`config.mk`:
```
export PLATFORM = sky130hd
export DESIGN_NAME = nibble_cpu_execute_unit_flat
export DESIGN_NICKNAME = d
export VERILOG_FILES = /design/src/rtl/ncpu_pkg.sv /design/src/rtl/ncpu_if.sv /design/src/rtl/nibble_cpu_execute_unit.sv /design/src/flat_wrapper.sv
export SDC_FILE = /design/constraint.sdc
export NUM_CORES = 1
export LEC_CHECK = 0
export BUFFER_PORTS_ARGS = -buffer_cell sky130_fd_sc_hd__buf_2
export CAP_MARGIN = 10
export CORE_UTILIZATION = 37
export DETAILED_ROUTE_END_ITERATION = 6
export PLACE_DENSITY = 0.6
export SLEW_MARGIN = 20
export SYNTH_ARGS = -nofsm -noshare
export SYNTH_HDL_FRONTEND = slang
export SYNTH_SLANG_ARGS = --single-unit
```
`constraint.sdc`:
```
create_clock -name clk -period 7.05 [get_ports clk]
set_input_delay 1.41 -clock clk [delete_from_list [all_inputs] [get_ports clk]]
set_output_delay 1.41 -clock clk [all_outputs]
set_load 0.05 [all_outputs]
```
`src/rtl/ncpu_pkg.sv`:
```
package ncpu_pkg;
  localparam int unsigned STACK_LEVELS_DEF = 4;
  localparam int unsigned PC_BITS_DEF = 12;

  typedef enum logic [2:0] {
    IO_NONE = 3'd0, IO_RAM_WRITE = 3'd1, IO_RAM_PORT = 3'd2, IO_ROM_PORT = 3'd3,
    IO_STATUS = 3'd4, IO_SRC = 3'd5, IO_BANK = 3'd6
  } io_action_t;

  localparam logic [3:0] OP_JCN = 4'h1, OP_FIM = 4'h2, OP_JIN = 4'h3, OP_JUN = 4'h4,
    OP_JMS = 4'h5, OP_INC = 4'h6, OP_ISZ = 4'h7, OP_ADD = 4'h8, OP_SUB = 4'h9,
    OP_LD = 4'hA, OP_XCH = 4'hB, OP_BBL = 4'hC, OP_LDM = 4'hD, OP_IO = 4'hE,
    OP_ACC = 4'hF;
endpackage

```
`src/rtl/ncpu_if.sv`:
```
interface ncpu_in_if;
  logic valid;
  logic ready;
  logic [7:0] opcode;
  logic [7:0] operand_byte;
  logic [3:0] memory_nibble;
  logic test_pin;
  modport source (output valid, opcode, operand_byte, memory_nibble, test_pin, input ready);
  modport sink (input valid, opcode, operand_byte, memory_nibble, test_pin, output ready);
endinterface

interface ncpu_out_if;
  logic valid;
  logic ready;
  logic [11:0] program_counter;
  logic [3:0] accumulator_out;
  logic carry_out;
  logic [2:0] io_action;
  logic [7:0] io_data;
  logic [1:0] status_select;
  logic stack_overflow;
  modport source (output valid, program_counter, accumulator_out, carry_out, io_action,
    io_data, status_select, stack_overflow, input ready);
  modport sink (input valid, program_counter, accumulator_out, carry_out, io_action,
    io_data, status_select, stack_overflow, output ready);
endinterface

```
`src/rtl/nibble_cpu_execute_unit.sv`:
```
// Each result item is registered from its accepted input item.
// Throughput: one instruction per cycle unless the sink stalls; the architectural state updates as each
// item is accepted, so the next item sees it at once.
// The output register holds a result while the sink stalls; input ready follows it.
// Reset (synchronous): accumulator, carry, index registers, stack and level clear.
module nibble_cpu_execute_unit import ncpu_pkg::*; #(
  parameter int unsigned STACK_LEVELS = STACK_LEVELS_DEF,
  parameter int unsigned PC_BITS = PC_BITS_DEF
) (
  input  logic clk,
  input  logic rst,
  ncpu_in_if.sink   in_ch,
  ncpu_out_if.source out_ch
);
  localparam int unsigned LW = (STACK_LEVELS > 1) ? $clog2(STACK_LEVELS) : 1;
  localparam logic [PC_BITS-1:0] PAGE_MASK = {{(PC_BITS-8){1'b1}}, 8'h00};

  logic [3:0] accumulator, accumulator_next;
  logic carry_flag, carry_next;
  logic [3:0] index_registers [16];
  logic [PC_BITS-1:0] address_stack [STACK_LEVELS];
  logic [LW-1:0] stack_level, lvl_next;
  logic [LW-1:0] lvl_dec;
  logic [PC_BITS-1:0] pc, next1, next2, newpc, saved;
  logic save_en, reg_wr, reg_wr2;
  logic [3:0] reg_idx, reg_val, reg_val2;
  logic [2:0] io;
  logic [7:0] iod;
  logic [1:0] ssel;
  logic ovf, cond, accept;
  logic [3:0] hi, lo, r, rinc;
  logic [7:0] byte_in, pairv;
  logic [4:0] sum;
  logic [4:0] daa;

  assign accept = in_ch.valid && in_ch.ready;
  assign in_ch.ready = !out_ch.valid || out_ch.ready;

  assign hi = in_ch.opcode[7:4];
  assign lo = in_ch.opcode[3:0];
  assign byte_in = in_ch.operand_byte;
  assign pc = address_stack[stack_level];
  assign next1 = pc + PC_BITS'(1);
  assign next2 = pc + PC_BITS'(2);
  assign r = index_registers[lo];
  assign rinc = r + 4'd1;
  assign pairv = {index_registers[{lo[3:1], 1'b0}], index_registers[{lo[3:1], 1'b1}]};
  assign lvl_dec = (stack_level == '0) ? LW'(STACK_LEVELS - 1) : stack_level - LW'(1);
  assign daa = {1'b0, accumulator} + 5'd6;

  always_comb begin
    accumulator_next = accumulator;
    carry_next = carry_flag;
    lvl_next = stack_level;
    newpc = next1;
    save_en = 1'b0;
    saved = next2;
    reg_wr = 1'b0;
    reg_wr2 = 1'b0;
    reg_idx = lo;
    reg_val = rinc;
    reg_val2 = byte_in[3:0];
    io = IO_NONE;
    iod = 8'd0;
    ssel = 2'd0;
    ovf = 1'b0;
    sum = 5'd0;
    cond = ((lo[2] && accumulator == 4'd0) || (lo[1] && carry_flag) ||
            (lo[0] && !in_ch.test_pin)) ^ lo[3];
    unique case (hi)
      OP_JCN: newpc = cond ? ((next2 & PAGE_MASK) | PC_BITS'(byte_in)) : next2;
      OP_FIM: begin
        if (!lo[0]) begin
          reg_wr = 1'b1; reg_wr2 = 1'b1;
          reg_idx = {lo[3:1], 1'b0}; reg_val = byte_in[7:4];
          newpc = next2;
        end else begin
          io = IO_SRC; iod = pairv;
        end
      end
      OP_JIN: if (lo[0]) newpc = (next1 & PAGE_MASK) | PC_BITS'(pairv);
      OP_JUN: newpc = PC_BITS'({lo, byte_in});
      OP_JMS: begin
        save_en = 1'b1;
        if (stack_level == LW'(STACK_LEVELS - 1)) begin
          lvl_next = '0; ovf = 1'b1;
        end else lvl_next = stack_level + LW'(1);
        newpc = PC_BITS'({lo, byte_in});
      end
      OP_INC: reg_wr = 1'b1;
      OP_ISZ: begin
        reg_wr = 1'b1;
        newpc = (rinc != 4'd0) ? ((next2 & PAGE_MASK) | PC_BITS'(byte_in)) : next2;
      end
      OP_ADD: sum = {1'b0, accumulator} + {1'b0, r} + {4'd0, carry_flag};
      OP_SUB: sum = {1'b0, accumulator} + {1'b0, ~r} + {4'd0, ~carry_flag};
      OP_LD: accumulator_next = r;
      OP_XCH: begin
        accumulator_next = r; reg_wr = 1'b1; reg_val = accumulator;
      end
      OP_BBL: begin
        lvl_next = lvl_dec; newpc = address_stack[lvl_dec]; accumulator_next = lo;
      end
      OP_LDM: accumulator_next = lo;
      OP_IO: begin
        unique case (lo)
          4'h0: begin io = IO_RAM_WRITE; iod = {4'd0, accumulator}; end
          4'h1: begin io = IO_RAM_PORT; iod = {4'd0, accumulator}; end
          4'h2: begin io = IO_ROM_PORT; iod = {4'd0, accumulator}; end
          4'h4, 4'h5, 4'h6, 4'h7: begin
            io = IO_STATUS; iod = {4'd0, accumulator}; ssel = lo[1:0];
          end
          4'h8: sum = {1'b0, accumulator} + {1'b0, ~in_ch.memory_nibble} +
                      {4'd0, ~carry_flag};
          4'hB: sum = {1'b0, accumulator} + {1'b0, in_ch.memory_nibble} +
                      {4'd0, carry_flag};
          4'h9, 4'hA, 4'hC, 4'hD, 4'hE, 4'hF: accumulator_next = in_ch.memory_nibble;
          default: ;
        endcase
        if (lo == 4'h8 || lo == 4'hB) begin
          accumulator_next = sum[3:0]; carry_next = sum[4];
        end
      end
      OP_ACC: begin
        unique case (lo)
          4'h0: begin accumulator_next = 4'd0; carry_next = 1'b0; end
          4'h1: carry_next = 1'b0;
          4'h2: begin
            sum = {1'b0, accumulator} + 5'd1;
            accumulator_next = sum[3:0]; carry_next = sum[4];
          end
          4'h3: carry_next = ~carry_flag;
          4'h4: accumulator_next = ~accumulator;
          4'h5: begin accumulator_next = {accumulator[2:0], carry_flag};
            carry_next = accumulator[3]; end
          4'h6: begin accumulator_next = {carry_flag, accumulator[3:1]};
            carry_next = accumulator[0]; end
          4'h7: begin accumulator_next = {3'd0, carry_flag}; carry_next = 1'b0; end
          4'h8: begin
            sum = {1'b0, accumulator} + 5'd15;
            accumulator_next = sum[3:0]; carry_next = sum[4];
          end
          4'h9: begin accumulator_next = carry_flag ? 4'd10 : 4'd9; carry_next = 1'b0; end
          4'hA: carry_next = 1'b1;
          4'hB: if (accumulator > 4'd9 || carry_flag) begin
            accumulator_next = daa[3:0];
            if (daa[4]) carry_next = 1'b1;
          end
          4'hC: begin
            priority case (accumulator)
              4'd0, 4'd1, 4'd2: ;
              4'd4: accumulator_next = 4'd3;
              4'd8: accumulator_next = 4'd4;
              default: accumulator_next = 4'd15;
            endcase
          end
          4'hD: begin
            if (accumulator[2:0] == 3'd0 || accumulator[2:0] == 3'd1 ||
                accumulator[2:0] == 3'd2) begin
              io = IO_BANK; iod = {5'd0, accumulator[2:0]};
            end else if (accumulator[2:0] == 3'd4) begin
              io = IO_BANK; iod = 8'd3;
            end
          end
          default: ;
        endcase
      end
      default: ;
    endcase
    if (hi == OP_ADD || hi == OP_SUB) begin
      accumulator_next = sum[3:0]; carry_next = sum[4];
    end
  end

  always_ff @(posedge clk) begin
    if (rst) begin
      accumulator <= 4'd0;
      carry_flag <= 1'b0;
      stack_level <= '0;
      for (int i = 0; i < 16; i++) index_registers[i] <= 4'd0;
      for (int i = 0; i < STACK_LEVELS; i++) address_stack[i] <= '0;
    end else if (accept) begin
      accumulator <= accumulator_next;
      carry_flag <= carry_next;
      stack_level <= lvl_next;
      if (save_en) address_stack[stack_level] <= saved;
      address_stack[lvl_next] <= newpc;
      if (reg_wr) index_registers[reg_idx] <= reg_val;
      if (reg_wr2) index_registers[{lo[3:1], 1'b1}] <= reg_val2;
    end
  end

  always_ff @(posedge clk) begin
    if (rst) out_ch.valid <= 1'b0;
    else if (in_ch.ready) out_ch.valid <= in_ch.valid;
  end

  always_ff @(posedge clk) begin
    if (accept) begin
      out_ch.program_counter <= 12'(newpc);
      out_ch.accumulator_out <= accumulator_next;
      out_ch.carry_out <= carry_next;
      out_ch.io_action <= io;
      out_ch.io_data <= iod;
      out_ch.status_select <= ssel;
      out_ch.stack_overflow <= ovf;
    end
  end

  a_hold: assert property (@(posedge clk) disable iff (rst)
    out_ch.valid && !out_ch.ready |=> out_ch.valid && $stable(out_ch.program_counter))
    else $error("result changed while stalled");
  a_ovf_jms: assert property (@(posedge clk) disable iff (rst)
    accept && ovf |=> stack_level == '0)
    else $error("overflow without level wrap");
  a_ssel: assert property (@(posedge clk) disable iff (rst)
    out_ch.valid && out_ch.io_action != IO_STATUS |-> out_ch.status_select == 2'd0)
    else $error("status select without status write");
endmodule
```
`src/flat_wrapper.sv`:
```
// flat-port wrapper written by rule: the top's interface ports become plain ports
module nibble_cpu_execute_unit_flat import ncpu_pkg::*;
#(
  parameter int unsigned STACK_LEVELS = STACK_LEVELS_DEF,
  parameter int unsigned PC_BITS = PC_BITS_DEF
)
  (clk, rst, in_ch_valid, in_ch_opcode, in_ch_operand_byte, in_ch_memory_nibble, in_ch_test_pin, in_ch_ready, out_ch_valid, out_ch_program_counter, out_ch_accumulator_out, out_ch_carry_out, out_ch_io_action, out_ch_io_data, out_ch_status_select, out_ch_stack_overflow, out_ch_ready);
  ncpu_in_if in_ch_i ();
  ncpu_out_if out_ch_i ();
  input  logic clk;
  input  logic rst;
  input wire logic [$bits(in_ch_i.valid)-1:0] in_ch_valid;
  input wire logic [$bits(in_ch_i.opcode)-1:0] in_ch_opcode;
  input wire logic [$bits(in_ch_i.operand_byte)-1:0] in_ch_operand_byte;
  input wire logic [$bits(in_ch_i.memory_nibble)-1:0] in_ch_memory_nibble;
  input wire logic [$bits(in_ch_i.test_pin)-1:0] in_ch_test_pin;
  output wire logic [$bits(in_ch_i.ready)-1:0] in_ch_ready;
  output wire logic [$bits(out_ch_i.valid)-1:0] out_ch_valid;
  output wire logic [$bits(out_ch_i.program_counter)-1:0] out_ch_program_counter;
  output wire logic [$bits(out_ch_i.accumulator_out)-1:0] out_ch_accumulator_out;
  output wire logic [$bits(out_ch_i.carry_out)-1:0] out_ch_carry_out;
  output wire logic [$bits(out_ch_i.io_action)-1:0] out_ch_io_action;
  output wire logic [$bits(out_ch_i.io_data)-1:0] out_ch_io_data;
  output wire logic [$bits(out_ch_i.status_select)-1:0] out_ch_status_select;
  output wire logic [$bits(out_ch_i.stack_overflow)-1:0] out_ch_stack_overflow;
  input wire logic [$bits(out_ch_i.ready)-1:0] out_ch_ready;
  assign in_ch_i.valid = in_ch_valid;
  assign in_ch_i.opcode = in_ch_opcode;
  assign in_ch_i.operand_byte = in_ch_operand_byte;
  assign in_ch_i.memory_nibble = in_ch_memory_nibble;
  assign in_ch_i.test_pin = in_ch_test_pin;
  assign in_ch_ready = in_ch_i.ready;
  assign out_ch_valid = out_ch_i.valid;
  assign out_ch_program_counter = out_ch_i.program_counter;
  assign out_ch_accumulator_out = out_ch_i.accumulator_out;
  assign out_ch_carry_out = out_ch_i.carry_out;
  assign out_ch_io_action = out_ch_i.io_action;
  assign out_ch_io_data = out_ch_i.io_data;
  assign out_ch_status_select = out_ch_i.status_select;
  assign out_ch_stack_overflow = out_ch_i.stack_overflow;
  assign out_ch_i.ready = out_ch_ready;
  nibble_cpu_execute_unit #(.STACK_LEVELS(STACK_LEVELS), .PC_BITS(PC_BITS)) u_core (.clk(clk), .rst(rst), .in_ch(in_ch_i), .out_ch(out_ch_i));
endmodule
```
==> flow_metrics.py <==
metrics = {
    "route": {
        "drtIter0Drc": 1429,
        "wl_per_cell_um": 25.0,
        "drc": 2,
        "vias": 9970,
        "wl_mm": 38.9,
        "ant_nets": 0,
        "firstDrtPassIters": 7,
        "viasPerCell": 6.41,
    },
    "finish": {
        "drive_above_1_share_pct": 14.7,
        "finish.net_count": 1213,
        "final_util_pct": 41.7,
        "antennaDiodeCount": 0,
        "syn_to_final_growth_pct": 9.61,
        "fillers": 2926,
    },
    "grt": {
        "grt_first_pass_wirelength_mm": 58.3,
        "globalRouteOverflowTotal": 0,
        "grt_pass1_vias": 9250,
        "antenna_found_initial": 0,
        "track_usage_pct": 25.0,
        "grt_max_degree": 43,
    },
    "yosys": {
        "netlist_top_cells_count": "edfxtp_1, nor2_1, nand2_1",
        "ys_seq_area_share_pct": 39.5,
        "synth_ff_type": "edfxtp_1",
        "syn_avg_cell_area_um2": 10.0,
        "synthCells": 1135,
        "synth_warnings": 0,
        "yosysTopAreaCellShare_pct": 37.7,
        "synth_edf_count": 143,
        "synth_area_leaders": "edfxtp_1, mux4_2, nor2_1, mux2i_1, nand2_1",
        "synth_cell_types": 90,
        "synth.most_common_cell": "edfxtp_1",
        "yosysTopAreaCell": "edfxtp_1",
        "syn_nets": 1195,
        "syn-cell-area_mm2": 0.0114,
        "ys_seq_elements": 153,
        "synthArstFlopShare_pct": 0,
    },
    "sta": {
        "final_hold_viol_count": 0,
        "min_period_ns": 5.18,
        "fmax_ghz": 0.193,
        "slew_headroom_pct": 27.1,
        "rsz0062_at_grt": "no",
        "setup_ws_ns": 1.87,
        "worst_pin_slew_ns": 1.08,
        "post-route-period-util_pct": 73.5,
        "setup_viol": 0,
        "finClkSkew_ns": 0.0153,
        "tns_ns": 0,
        "report.final.slew_viol_count": 0,
    },
    "die": {
        "dieArea_mm2": 0.0315,
        "start_util_pct": 38.0,
        "io_pins": 58,
        "die_w_um": 177,
        "die_height_um": 177,
        "core_region_area_mm2": 0.0300,
        "num_rows": 63,
    },
    "min_path": {
        "whs_path_depth": 2,
        "hold_class": "reg -> reg",
    },
    "placed_design": {
        "dp_hpwl_mm": 27.5,
        "port_buffers": 57,
        "place_ws_ns": 1.45,
        "place_congestion": 0.908,
    },
    "setup_path": {
        "worstSetupStartpointType": "input pin",
        "cp-end-kind": "flip-flop",
        "critPathArrivalTime_ns": 5.34,
        "critPathKind": "in -> reg",
        "critPathMaxFanout": 42,
        "rr_worst_depth": 7,
        "cp.required_ns": 7.21,
    },
    "clocking": {
        "post_cts_buffers": 0,
        "clkLatencyLatePin_ns": 0.45,
        "cts_buffer_depth": 2,
        "clockRootBuffer": "clkbuf_16",
        "cts_tree": "built",
        "cts_resized": 0,
        "clk_pin_slew_ns": 0.07,
        "htree_levels": 4,
        "holdBufCountCts": 0,
        "cts.sinks": 153,
        "cts_made_buffers": 17,
    },
    "job": {
        "cap_viol_max_count": 0,
    },
    "outcome": {
        "violations": "design-rule violations",
        "status": "complete, but fails checks",
    },
    "power_and_ir_drop": {
        "powerDensity_mw_per_mm2": 214,
        "power.leakage_nw": 4.59,
        "ir_worst_vdd_mv": 0.174,
    },
}
critical path, cell delays in order:
cell,delay [ns]
buf_2,0.28
buf_4,0.47
mux2_2,0.39
a22oi_1,0.19
o221a_2,0.31
inv_1,0.16
ha_1,0.33
a21bo_2,0.22
o32ai_1,0.13
nor4b_4,0.79
mux2i_1,0.47
o221ai_1,0.16
registers in the layout, indices dropped and copies added (netlist names), named ones only:
| signal | count |
|---|---|
| u_core.index_registers | 64 |
| u_core.address_stack | 48 |
| u_core.out_ch.program_counter | 12 |
| u_core.out_ch.io_data | 8 |
| u_core.accumulator | 4 |
| u_core.out_ch.accumulator_out | 4 |
| u_core.out_ch.io_action | 3 |
| u_core.out_ch.status_select | 2 |
| u_core.stack_level | 2 |
| u_core.carry_flag | 1 |
| u_core.out_ch.carry_out | 1 |
| u_core.out_ch.stack_overflow | 1 |
| u_core.out_ch.valid | 1 |
logic make-up (layout without fill, tap and decap cells):
logic type	count (synthesis)	in the layout	synth area share (%)
xor+xnor	26	26	2.00
flops	153	153	39.5
simple gates	392	392	17.0
fa+ha+maj	35	35	4.37
mux	80	80	10.8
buf+inv	116	147	5.00
compound gates	333	333	21.4
through the flow:
stage               power, mW  area [µm²]  hold slack (ns)  instances
floorplan                1.55       11400            0.654       1135
global placement         1.74       11900            0.558       1524
detailed placement       1.74       11900            0.580       1524
CTS                      2.66       12500            0.590       1556
global route             2.76       12500            0.627       1556
finish                   2.67       12500            0.587       1556
cells in the final DEF (no fill, tap or decap), types with 18 or more instances in the layout:
master,instances
mux2i_1,37
nor2_1,124
edfxtp_1,143
a211oi_1,25
buf_4,19
o221ai_1,20
mux4_2,29
ha_1,27
nor2b_1,28
inv_1,36
nand3_1,29
a21oi_1,38
nand2_1,92
nor3_1,18
buf_2,57
nand2b_1,19
a22o_1,34
o21ai_0,56
power breakdown:
group | leakage (nW) | switching [mW] | internal, mW
registers | 1.55 | 0.0299 | 1.05
clock network | 0.281 | 0.435 | 0.501
logic | 2.75 | 0.451 | 0.205
final cells by class:
type	instances	area (µm²)	share of cell area [%]
repair buffers	76	428	3.43
flip-flops and latches	153	4490	36.0
well taps	390	488	3.91
inverters	39	146	1.17
multi-input cells	866	6340	50.8
clock inverters	15	160	1.28
clock buffers	17	425	3.41
worst paths after layout:
kind	slack, ns	endpoint	from
worst max-delay path	1.87	u_core.address_stack[3][4]	in_ch_opcode[1]
worst min-delay path	0.59	u_core.out_ch.valid	u_core.out_ch.valid
worst max register to register	2.74	u_core.address_stack[1][2]	u_core.stack_level[0]
worst min register to register	0.59	u_core.out_ch.valid	u_core.out_ch.valid
layer usage:
layer / vias up / global-route usage (%) / share of wire [%]
met5: - / 0 / 0
li1: 4430 / - / -
met1: 4896 / 36.5 / 44
met4: 0 / 9.86 / 3.3
met3: 75 / 4.05 / 8.9
met2: 569 / 36.7 / 44
(Power assumes the default switching activity.)
